<file path="src/hdl/rksi_pkg.sv">
// rksi_pkg: shared types, constants and coefficient tables of the
// runge-kutta stage integrator; used by rksi_ctrl, rksi_dpath and the top level.
package rksi_pkg;

  localparam int unsigned DW        = 32;
  localparam int unsigned COEF_W    = 33;
  localparam int unsigned COEF_FRAC = 30;
  localparam int unsigned PROD_W    = COEF_W + DW;
  localparam int unsigned ACC_W     = 40;
  localparam int unsigned CFG_IDX_W = 2;

  localparam logic [2:0] METHOD_EULER = 3'd0;
  localparam logic [2:0] METHOD_RK2   = 3'd1;
  localparam logic [2:0] METHOD_RK3   = 3'd2;
  localparam logic [2:0] METHOD_RK4   = 3'd3;
  localparam logic [2:0] METHOD_SIX   = 3'd4;

  localparam logic [CFG_IDX_W-1:0] CFG_METHOD    = 2'd0;
  localparam logic [CFG_IDX_W-1:0] CFG_TIME_STEP = 2'd1;

  localparam logic [2:0]  METHOD_RST    = METHOD_RK4;
  localparam logic [30:0] TIME_STEP_RST = 31'd65536;

  typedef struct packed {
    logic       accept;
    logic       mul_en;
    logic       mul_scale;
    logic       acc_en;
    logic       sat_en;
    logic       fin_en;
    logic       final_stage;
    logic [2:0] method;
    logic [2:0] stage;
    logic [2:0] idx;
  } rksi_cmd_t;

  function automatic logic [3:0] rksi_stage_total(logic [2:0] m);
    logic [3:0] n;
    case (m)
      METHOD_EULER: n = 4'd1;
      METHOD_RK2:   n = 4'd2;
      METHOD_RK3:   n = 4'd3;
      METHOD_SIX:   n = 4'd6;
      default:      n = 4'd4;
    endcase
    return n;
  endfunction

  // weight for column col; final weights when fin, else row row of the stage table
  function automatic logic signed [COEF_W-1:0] rksi_coef(logic [2:0] m, logic fin,
                                                        logic [2:0] row, logic [2:0] col);
    logic signed [COEF_W-1:0] c;
    logic [5:0]               rc;
    c  = '0;
    rc = {row, col};
    if (fin) begin
      case (m)
        METHOD_EULER: begin
          if (col == 3'd0) c = 33'sd1073741824;
        end
        METHOD_RK2: begin
          if (col == 3'd0 || col == 3'd1) c = 33'sd536870912;
        end
        METHOD_RK3: begin
          case (col)
            3'd0, 3'd2: c = 33'sd178956971;
            3'd1:       c = 33'sd715827883;
            default:    c = '0;
          endcase
        end
        METHOD_SIX: begin
          case (col)
            3'd0:    c = 33'sd105101713;
            3'd2:    c = 33'sd432263214;
            3'd3:    c = 33'sd225955771;
            3'd5:    c = 33'sd310421126;
            default: c = '0;
          endcase
        end
        default: begin
          case (col)
            3'd0, 3'd3: c = 33'sd178956971;
            3'd1, 3'd2: c = 33'sd357913941;
            default:    c = '0;
          endcase
        end
      endcase
    end else begin
      case (m)
        METHOD_RK2: begin
          if (rc == 6'o10) c = 33'sd1073741824;
        end
        METHOD_RK3: begin
          case (rc)
            6'o10:   c = 33'sd536870912;
            6'o20:   c = -33'sd1073741824;
            6'o21:   c = 33'sd2147483648;
            default: c = '0;
          endcase
        end
        METHOD_SIX: begin
          case (rc)
            6'o10:   c = 33'sd214748365;
            6'o20:   c = 33'sd80530637;
            6'o21:   c = 33'sd241591910;
            6'o30:   c = 33'sd322122547;
            6'o31:   c = -33'sd966367642;
            6'o32:   c = 33'sd1288490189;
            6'o40:   c = -33'sd218725186;
            6'o41:   c = 33'sd2684354560;
            6'o42:   c = -33'sd2783775099;
            6'o43:   c = 33'sd1391887550;
            6'o50:   c = 33'sd31670879;
            6'o51:   c = 33'sd367001600;
            6'o52:   c = 33'sd44661570;
            6'o53:   c = 33'sd429867615;
            6'o54:   c = 33'sd66322432;
            default: c = '0;
          endcase
        end
        METHOD_EULER: c = '0;
        default: begin
          case (rc)
            6'o10, 6'o21: c = 33'sd536870912;
            6'o32:        c = 33'sd1073741824;
            default:      c = '0;
          endcase
        end
      endcase
    end
    return c;
  endfunction

endpackage

</file>
<file path="src/hdl/rksi_ctrl.sv">
// rksi_ctrl: stage tracking and sequencing state machine of the integrator.
// Depends on rksi_pkg; drives rksi_dpath through rksi_cmd_t.
module rksi_ctrl import rksi_pkg::*; #(
  parameter int unsigned MAX_STAGES = 6
) (
  input  logic       clk_i,
  input  logic       rst_ni,
  input  logic [2:0] method_i,
  input  logic       in_valid_i,
  output logic       in_ready_o,
  output logic       out_valid_o,
  input  logic       out_ready_i,
  output rksi_cmd_t  cmd_o
);

  localparam logic [2:0] ST_IDLE  = 3'd0;
  localparam logic [2:0] ST_MAC   = 3'd1;
  localparam logic [2:0] ST_DRAIN = 3'd2;
  localparam logic [2:0] ST_SAT   = 3'd3;
  localparam logic [2:0] ST_SCALE = 3'd4;
  localparam logic [2:0] ST_FIN   = 3'd5;

  logic [2:0] state_q, state_d;
  logic [2:0] stage_cnt_q, stage_cnt_d;
  logic       out_valid_q, out_valid_d;
  logic [2:0] stage_q, method_q, idx_q;
  logic       final_q;

  logic [2:0] m, s;
  logic [3:0] tot, ns;
  logic       fin, accept, fin_en;

  always_comb begin
    m      = (method_i > METHOD_SIX) ? METHOD_RK4 : method_i;
    tot    = rksi_stage_total(m);
    ns     = (tot > 4'(MAX_STAGES)) ? 4'(MAX_STAGES) : tot;
    s      = ({1'b0, stage_cnt_q} >= ns) ? 3'd0 : stage_cnt_q;
    fin    = (({1'b0, s} + 4'd1) == ns);
    accept = in_valid_i && (state_q == ST_IDLE);
    fin_en = (state_q == ST_FIN) && (!out_valid_q || out_ready_i);
  end

  always_comb begin
    state_d     = state_q;
    stage_cnt_d = stage_cnt_q;
    unique case (state_q)
      ST_IDLE: begin
        if (accept) begin
          state_d     = ST_MAC;
          stage_cnt_d = fin ? 3'd0 : s + 3'd1;
        end
      end
      ST_MAC: begin
        if (idx_q == stage_q) state_d = ST_DRAIN;
      end
      ST_DRAIN: state_d = ST_SAT;
      ST_SAT:   state_d = ST_SCALE;
      ST_SCALE: state_d = ST_FIN;
      ST_FIN: begin
        if (fin_en) state_d = ST_IDLE;
      end
      default: state_d = ST_IDLE;
    endcase
  end

  always_comb begin
    out_valid_d = out_valid_q;
    if (out_valid_q && out_ready_i) out_valid_d = 1'b0;
    if (fin_en) out_valid_d = 1'b1;
  end

  always_ff @(posedge clk_i or negedge rst_ni) begin
    if (!rst_ni) begin
      state_q     <= ST_IDLE;
      stage_cnt_q <= '0;
      out_valid_q <= 1'b0;
    end else begin
      state_q     <= state_d;
      stage_cnt_q <= stage_cnt_d;
      out_valid_q <= out_valid_d;
    end
  end

  always_ff @(posedge clk_i) begin
    if (accept) begin
      stage_q  <= s;
      final_q  <= fin;
      method_q <= m;
      idx_q    <= '0;
    end else if (state_q == ST_MAC) begin
      idx_q <= idx_q + 3'd1;
    end
  end

  always_comb begin
    cmd_o.accept      = accept;
    cmd_o.mul_en      = (state_q == ST_MAC) || (state_q == ST_SCALE);
    cmd_o.mul_scale   = (state_q == ST_SCALE);
    cmd_o.acc_en      = ((state_q == ST_MAC) && (idx_q != 3'd0)) || (state_q == ST_DRAIN);
    cmd_o.sat_en      = (state_q == ST_SAT);
    cmd_o.fin_en      = fin_en;
    cmd_o.final_stage = final_q;
    cmd_o.method      = method_q;
    cmd_o.stage       = (state_q == ST_IDLE) ? s : stage_q;
    cmd_o.idx         = idx_q;
  end

  assign in_ready_o  = (state_q == ST_IDLE);
  assign out_valid_o = out_valid_q;

endmodule

</file>
<file path="src/hdl/rksi_dpath.sv">
// rksi_dpath: slope store, shared multiplier, accumulator, scaling and
// output register. Depends on rksi_pkg; sequenced by rksi_ctrl.
module rksi_dpath import rksi_pkg::*; #(
  parameter int unsigned MAX_STAGES = 6,
  parameter int unsigned DATA_WIDTH = 32,
  parameter int unsigned FRAC_BITS  = 16
) (
  input  logic                 clk_i,
  input  rksi_cmd_t            cmd_i,
  input  logic [30:0]          time_step_i,
  input  logic signed [DW-1:0] depth_now_i,
  input  logic signed [DW-1:0] slope_i,
  output logic signed [DW-1:0] depth_next_o,
  output logic                 step_done_o,
  output logic [2:0]           stage_index_o
);

  localparam int unsigned IDX_W = (MAX_STAGES > 1) ? $clog2(MAX_STAGES) : 1;
  localparam int unsigned SAT_W = (DATA_WIDTH > 32) ? 32 : DATA_WIDTH;
  localparam longint      SAT_HI = (64'sd1 <<< (SAT_W - 1)) - 64'sd1;
  localparam longint      SAT_LO = -SAT_HI - 64'sd1;

  function automatic logic signed [SAT_W-1:0] sat_fn(logic signed [63:0] x);
    logic signed [SAT_W-1:0] r;
    if (x > SAT_HI) r = SAT_W'(SAT_HI);
    else if (x < SAT_LO) r = SAT_W'(SAT_LO);
    else r = x[SAT_W-1:0];
    return r;
  endfunction

  logic signed [DW-1:0]     store_q [MAX_STAGES];
  logic signed [DW-1:0]     start_q;
  logic signed [SAT_W-1:0]  sum_q;
  logic signed [ACC_W-1:0]  acc_q;
  logic signed [PROD_W-1:0] prod_q, prod_d;
  logic signed [COEF_W-1:0] mul_a;
  logic signed [DW-1:0]     mul_b;
  logic [2:0]               row;
  logic signed [63:0]       res_wide;
  logic signed [DW-1:0]     depth_q;
  logic                     last_q;
  logic [2:0]               user_q;

  always_comb begin
    row      = cmd_i.stage + 3'd1;
    mul_a    = cmd_i.mul_scale ? $signed({2'b00, time_step_i})
                               : rksi_coef(cmd_i.method, cmd_i.final_stage, row, cmd_i.idx);
    mul_b    = cmd_i.mul_scale ? DW'(sum_q) : store_q[cmd_i.idx[IDX_W-1:0]];
    prod_d   = mul_a * mul_b;
    res_wide = 64'(prod_q >>> FRAC_BITS) + 64'(start_q);
  end

  always_ff @(posedge clk_i) begin
    if (cmd_i.accept) begin
      if (cmd_i.stage == 3'd0) start_q <= depth_now_i;
      store_q[cmd_i.stage[IDX_W-1:0]] <= slope_i;
      acc_q <= '0;
    end else if (cmd_i.acc_en) begin
      acc_q <= acc_q + ACC_W'(prod_q >>> COEF_FRAC);
    end
    if (cmd_i.mul_en) prod_q <= prod_d;
    if (cmd_i.sat_en) sum_q <= sat_fn(64'(acc_q));
    if (cmd_i.fin_en) begin
      depth_q <= DW'(sat_fn(res_wide));
      last_q  <= cmd_i.final_stage;
      user_q  <= cmd_i.stage;
    end
  end

  assign depth_next_o  = depth_q;
  assign step_done_o   = last_q;
  assign stage_index_o = user_q;

endmodule

</file>
<file path="src/hdl/runge_kutta_stage_integrator.sv">
// runge_kutta_stage_integrator: top level with configuration registers and
// stream ports. Depends on rksi_pkg, rksi_ctrl and rksi_dpath.
//
// One input beat carries the depth and its slope for one stage of a time
// step; the block answers one output beat with the depth for the next stage
// or, after the last stage of the method, the new depth with tlast set.
// The configuration channel writes the method (index 0) and the step size
// dt (index 1); it is always ready. The user must see that it is written
// only while no beat is in flight; the block itself does not enforce it.
// An item of stage s runs through the single shared multiplier, one weighted
// slope per cycle for stages 0 to s, then drain, saturate, the dt product
// and the final add. A new input beat is taken only in the idle state, after
// the result of the previous beat has been written to the output register.
// Reset sets RK4 with dt = 1.0 and stage 0; slopes hold no value until
// written. While the receiver stalls the finished beat holds in the output
// register; the block still takes and works on the next input beat and then
// waits with that result until the register is free.
module runge_kutta_stage_integrator import rksi_pkg::*; #(
  parameter int unsigned MAX_STAGES = 6,
  parameter int unsigned DATA_WIDTH = 32,
  parameter int unsigned FRAC_BITS  = 16
) (
  input  logic                 clk_i,
  input  logic                 rst_ni,
  input  logic                 s_axis_tvalid,
  output logic                 s_axis_tready,
  input  logic [63:0]          s_axis_tdata,   // depth_now [31:0], slope [63:32]
  output logic                 m_axis_tvalid,
  input  logic                 m_axis_tready,
  output logic [31:0]          m_axis_tdata,   // depth_next [31:0]
  output logic                 m_axis_tlast,   // step_done
  output logic [2:0]           m_axis_tuser,   // stage_index [2:0]
  input  logic                 cfg_valid_i,
  output logic                 cfg_ready_o,
  input  logic [CFG_IDX_W-1:0] cfg_index_i,
  input  logic [30:0]          cfg_data_i
);

  logic [2:0]  method_q;
  logic [30:0] time_step_q;
  rksi_cmd_t   cmd;

  assign cfg_ready_o = 1'b1;

  always_ff @(posedge clk_i or negedge rst_ni) begin
    if (!rst_ni) begin
      method_q    <= METHOD_RST;
      time_step_q <= TIME_STEP_RST;
    end else if (cfg_valid_i) begin
      case (cfg_index_i)
        CFG_METHOD:    method_q    <= cfg_data_i[2:0];
        CFG_TIME_STEP: time_step_q <= cfg_data_i;
        default: ;
      endcase
    end
  end

  rksi_ctrl #(
    .MAX_STAGES (MAX_STAGES)
  ) u_ctrl (
    .clk_i       (clk_i),
    .rst_ni      (rst_ni),
    .method_i    (method_q),
    .in_valid_i  (s_axis_tvalid),
    .in_ready_o  (s_axis_tready),
    .out_valid_o (m_axis_tvalid),
    .out_ready_i (m_axis_tready),
    .cmd_o       (cmd)
  );

  rksi_dpath #(
    .MAX_STAGES (MAX_STAGES),
    .DATA_WIDTH (DATA_WIDTH),
    .FRAC_BITS  (FRAC_BITS)
  ) u_dpath (
    .clk_i         (clk_i),
    .cmd_i         (cmd),
    .time_step_i   (time_step_q),
    .depth_now_i   ($signed(s_axis_tdata[31:0])),
    .slope_i       ($signed(s_axis_tdata[63:32])),
    .depth_next_o  (m_axis_tdata),
    .step_done_o   (m_axis_tlast),
    .stage_index_o (m_axis_tuser)
  );

endmodule
</file>
<file path="config.mk">
export PLATFORM = sky130hd
export DESIGN_NAME = runge_kutta_stage_integrator
export DESIGN_NICKNAME = d
export VERILOG_FILES = /design/src/hdl/rksi_pkg.sv /design/src/hdl/rksi_ctrl.sv /design/src/hdl/rksi_dpath.sv /design/src/hdl/runge_kutta_stage_integrator.sv
export SDC_FILE = /design/constraint.sdc
export NUM_CORES = 2
export LEC_CHECK = 0
export ABC_AREA = 1
export BUFFER_PORTS_ARGS = -buffer_cell sky130_fd_sc_hd__buf_2
export CORE_UTILIZATION = 30
export CTS_CLUSTER_DIAMETER = 150
export DETAILED_ROUTE_END_ITERATION = 8
export SYNTH_ARGS = -nofsm -noshare
export SYNTH_HDL_FRONTEND = slang
export SYNTH_SLANG_ARGS = --single-unit
</file>
<file path="constraint.sdc">
create_clock -name clk_i -period 14.5 [get_ports clk_i]
set_input_delay 2.9 -clock clk_i [delete_from_list [all_inputs] [get_ports clk_i]]
set_output_delay 2.9 -clock clk_i [all_outputs]
set_load 0.02 [all_outputs]
</file>
* Yosys cells after proc, flatten, opt, wreduce, memory -nomap -nowiden
Memory sizes are Yosys's and may differ from the RTL's. A register that Yosys moved wholly into a read port is not among the register bits. Index checks and enable logic that the tools add are counted.
Word-level totals: output and inout port bits 39, bits in writable memories 192, bits of input ports 102, register bits 256, memories 2, logic and storage cells 114, memory bits (read-only) 2112
Operators by class: muxes and demuxes 31, eq/ne operators 25, $lt $le $gt $ge 7, $mul 1, add/subtract/negate cells 6, reductions and logical operators 26
Memories:
- (name not given) | words 64, bits a word 33, read ports 1, clocked after Yosys merged registers in 0, write ports 0, line rksi_pkg.sv:102 | case (rc)
- u_dpath.store_q | words 6, bits a word 32, read ports 1, clocked after Yosys merged registers in 1, write ports 1, line rksi_dpath.sv:31 | logic signed [DW-1:0] store_q [MAX_STAGES];
Operator list (number):
- one-hot mux 33 bit (4 select lines) | 2
- one-hot mux 29 bit (4 select lines) | 1
- one-hot mux 33 bit (3 select lines) | 1
- two-way mux 32 bit | 3
- two-way mux 33 bit | 2
- multiplier 33 x 32 -> 65 bit | 1
- > comparator 64 x 32 -> 1 bit (second input constant) | 1
- less-than comparator 64 x 32 -> 1 bit (second input constant) | 1
- two-way mux 31 bit | 2
- one-hot mux 31 bit (2 select lines) | 1
- one-hot mux 30 bit (2 select lines) | 1
- one-hot mux 29 bit (2 select lines) | 1
- adder 49 x 32 -> 50 bit | 1
- adder 40 x 35 -> 40 bit | 1
- > comparator 40 x 32 -> 1 bit (second input constant) | 1
- less-than comparator 40 x 32 -> 1 bit (second input constant) | 1
- two-way mux 3 bit | 10
- two-way mux 30 bit | 1
- == test 3 x 2 -> 1 bit (second input constant) | 6
- == test 6 x 5 -> 1 bit (second input constant) | 3
- one-hot mux 3 bit (6 select lines) | 1
- == test 3 bit (second input constant) | 5
- logical NOT 3 bit | 5
- == test 3 x 1 -> 1 bit (second input constant) | 4
- 20 further kinds | 40

* Depth between registers and ports, before layout
word-level depth 17, mapped depth 57, depth with buffers taken out 56

* Hierarchy
Synthesis repeated with hierarchy kept, for this count alone.
Second synthesis, totals: cells, all modules 7264, area, all modules 61704.2 µm²
Modules (own cells, without submodules):
- rksi_dpath | area an instance 59112.9 µm², cells an instance 6958, instances 1, seq. area each 11040.6 µm²
- runge_kutta_stage_integrator | area an instance 1457.6 µm², cells an instance 156, instances 1, seq. area each 854.6 µm²
- rksi_ctrl | area an instance 1133.6 µm², cells an instance 150, instances 1, seq. area each 445.4 µm²

* Worst setup path after synthesis
Ideal clock, no wire load.
kind register -> register, start reg method_q[0], end reg u_dpath.prod_q[64] (data pin), data required time 14.248 ns, buffers on the path 2, setup slack 4.067 ns, arrival time 10.180 ns, setup time 0.252 ns, period minus slack after synthesis 10.433 ns, cell stages (with the launch flop) 46, path through dfstp_2 > nor2_1 > nand2_1 > o21ai_0 > a21oi_1 > ha_1 > nand2_1 > nand2_1 > nand2_2 > nand3_1 > inv_1 > nand2_1 > o21ai_0 > inv_1 > ha_1 > inv_1 > clkbuf_1 > nor3_1 > (+10 left out) > fa_1 > inv_1 > fa_1 > inv_1 > fa_1 > inv_1 > fa_1 > fa_1 > fa_1 > ha_1 > a21oi_1 > inv_1 > a31oi_1 > o21ai_0 > a2111oi_0 > nand2_1 > nand2_1 > nand2_1
RTL lines:
- start: declaration | line runge_kutta_stage_integrator.sv:39 | logic [2:0] method_q;
- start signal: assignment | line runge_kutta_stage_integrator.sv:51 | CFG_METHOD: method_q <= cfg_data_i[2:0];
- end signal: assignment | line rksi_dpath.sv:61 | if (cmd_i.mul_en) prod_q <= prod_d;
- end: declaration | line rksi_dpath.sv:35 | logic signed [PROD_W-1:0] prod_q, prod_d;

==> flow_summary_export.csv <==
group,metric,value,unit
worst_setup_path,cp_common_cell,"nand2_1",
finish,final_cells,9772,
worst_setup_path,cp_max_fo,21,
cts,path_clk_slew,0.07,ns
run,maxCapViolations,0,
routing,ant_nets,0,
worst_setup_path,criticalPathCategory,"reg2reg",
cts,cts_tree,"done",
place,gp_congestion,0.977,
global_routing,gr-usage-met2,35.4,%
synthesis,syn_avg_cell_area,8.73,sq um
timing,max_freq,78.2,MHz
cts,clk_latency,0.65,ns
place,hpwl,179000,um
finish,fin_nets,8540,
synthesis,synth_top_area_cell,"fa_1",
global_routing,grt_use_total,21.8,%
cts,root_buffer,"clkbuf_16",
cts,postCtsHoldBufs,0,
synthesis,netlist_instances,6999,
routing,vias,48600,
floorplan,rows,165,
routing,drt_wl_total,223000,um
global_routing,overflow,0,
cts,cts_made_buffers,50,
worst_setup_path,cpPeakStageDelay,1.07,ns
synthesis,yosysSeqAreaShare,20.3,%
synthesis,synth_common_cells,"inv_1 (1,579), nand2_1 (1,458), fa_1 (1,113)",
floorplan,die_height,453,um
finish,drive_above_1_share,7.20,%
place,dp.cells,9664,
synthesis,synth-edff-count,348,
synthesis,synthDistinctLibCells,83,
routing,route.detailed.drc,0,
global_routing,grt_max_degree,66,
hold_path,min_path_type,"reg2reg",
worst_setup_path,cp_data_arrival_time,13.20,ns
floorplan,fp.dieW,453,um
global_routing,grt_pass1_wl,331000,um
finish,utilization,32.9,%
timing,fin_tns_setup,0,ns
floorplan,dieArea,205000,sq um
routing,wl_per_cell,22.9,um
synthesis,synth.most_common_cell,"inv_1",
synthesis,ys_async_sr_fraction,9.43,%
finish,nFillCells,21100,
cts,cts_resized,0,
timing,fin_skew,0.0331,ns
timing,finalSetupViolCount,0,
worst_setup_path,endpoint_kind,"flip-flop",
worst_setup_path,cpMaxStageDelayCell,"fa_1",
cts,cts_setup_buffers,0,
routing,drt_iter0_drc,4451,
synthesis,ys.flop_type,"edfxtp_1",
timing,fin_ws,1.71,ns
timing,maxSlewViolCount,0,
place,dp_worst_setup_slack,1.77,ns
worst_setup_path,cp.required,14.91,ns
place,port_buffers,139,
routing,dr.pass1.iters,6,
cts,htree_levels,2,
timing,worst_slew_pin_slew,1.33,ns
floorplan,core_area,202000,sq um
synthesis,yosys_warnings,0,
cts,cts_sinks,435,
finish,multi_input_area,41600,sq um
synthesis,netlist_area,61100,sq um
global_routing,grt_busiest_layer,"met2",
synthesis,ys_top_cells_by_area,"fa_1 (36%), edfxtp_1 (17%), inv_1 (9.7%)",
finish,area_growth,9.00,%
run_status,outcome,"completed",
timing,post-route-min-period,12.79,ns
global_routing,grt_use_met3,3.87,%
routing,drt-vias-per-instance,4.97,
global_routing,use_met1,28.2,%
finish,register_area,12400,sq um
worst_setup_path,crit_path_start_kind,"flip-flop",
timing,slew_headroom,11.5,%
floorplan,io_pins,141,
synthesis,synth_nets,8495,
timing,hold_viol_final,0,
synthesis,ys_seq_elements,435,
cts,clock_path_buffers,3,
timing,period_share,88.2,%
synthesis,netlist.area_leader.share,36.5,%
global_routing,antenna_found_initial,10,
floorplan,start_util,30.2,%
global_routing,first_global_vias,51100,
timing,rsz0062_at_grt,"no",
[critical path: cells and delay by family, from the launching register on]
kind	cells	cell delay [ns]
compound gates	8	1.84
fa+ha+maj	11	6.12
buf+inv	9	2.15
flops	1	0.55
simple gates	15	1.87
[area by class of cell]
| cell class | count | share of cell area, % |
|---|---|---|
| multi-input combinational | 4703 | 62.5 |
| sequential | 435 | 18.6 |
| inverter | 1622 | 9.16 |
| tap | 2672 | 5.02 |
| timing repair buffer | 232 | 2.09 |
| clock buffer | 68 | 2.04 |
| clock inverter | 26 | 0.477 |
| antenna | 14 | 0.0526 |
[kinds of logic (layout without fill, tap and decap cells)]
family	after synthesis	after routing	share of synthesized area, %
buffers and inverters	1861	1948	11.8
muxes	25	25	0.461
and+or+nand+nor	2337	2337	15.4
AOI/OAI and AO/OA	818	818	7.99
DFF	435	435	20.3
other	1	15	0.00614
xor gates and xnor gates	128	128	1.84
adders and majority gates	1394	1394	42.2
[path summary, 6_finish.rpt]
path,from,endpoint,slack (ns),depth (start not counted)
min in group asynchronous,rst_ni,time_step_q[6],2.44,1
setup reg to reg,method_q[1],u_dpath.prod_q[64],1.71,43
max in group asynchronous,rst_ni,time_step_q[15],11.43,1
hold / removal,u_dpath.acc_q[2],u_dpath.acc_q[2],0.49,2
hold reg to reg,u_dpath.acc_q[2],u_dpath.acc_q[2],0.49,2
setup / recovery,method_q[1],u_dpath.prod_q[64],1.71,43
[state kept, by name (all words and copies together) (netlist names), named ones only]
register,count
u_ctrl.idx_q,3
u_dpath.start_q,32
time_step_q,31
u_dpath.store_q,192
u_ctrl.stage_q,3
u_ctrl.method_q,3
u_dpath.prod_q,49
u_dpath.stage_index_o,3
u_ctrl.out_valid_o,1
u_ctrl.stage_cnt_q,3
u_dpath.sum_q,32
u_dpath.acc_q,40
u_ctrl.state_q,3
u_dpath.depth_next_o,32
u_ctrl.final_q,1
u_dpath.step_done_o,1
method_q,3
[cell usage in the layout (no fill, tap or decap), types with 50 or more instances in the layout]
cell type	netlist	final
ha_1	281	281
nor2_1	627	621
xor2_1	78	78
nand2_1	1458	1456
inv_1	1579	1577
nand3_1	94	94
o21ai_0	217	216
xnor2_1	50	50
fa_1	1113	1113
edfxtp_1	348	348
a21oi_1	326	325
buf_2	73	139
clkbuf_16	0	50
buf_4	7	93
[per-layer routing]
layer	vias to the layer above	part of all wire, %
met4	4	5.2
met1	24800	41
li1	21300	-
met2	2063	46
met5	-	0.015
met3	425	8.0
[through the flow]
step           hold slack, ns  cell area (sq um)
2_1_floorplan           0.424              61100
3_3_place_gp            0.465              64900
3_5_place_dp            0.477              64900
4_1_cts                 0.488              66500
5_1_grt                 0.519              66600
6_report                0.493              66600
Power is left out: the tool's default activity adds up to more than one toggle a clock period on the data nets, which glitch-free logic cannot reach.
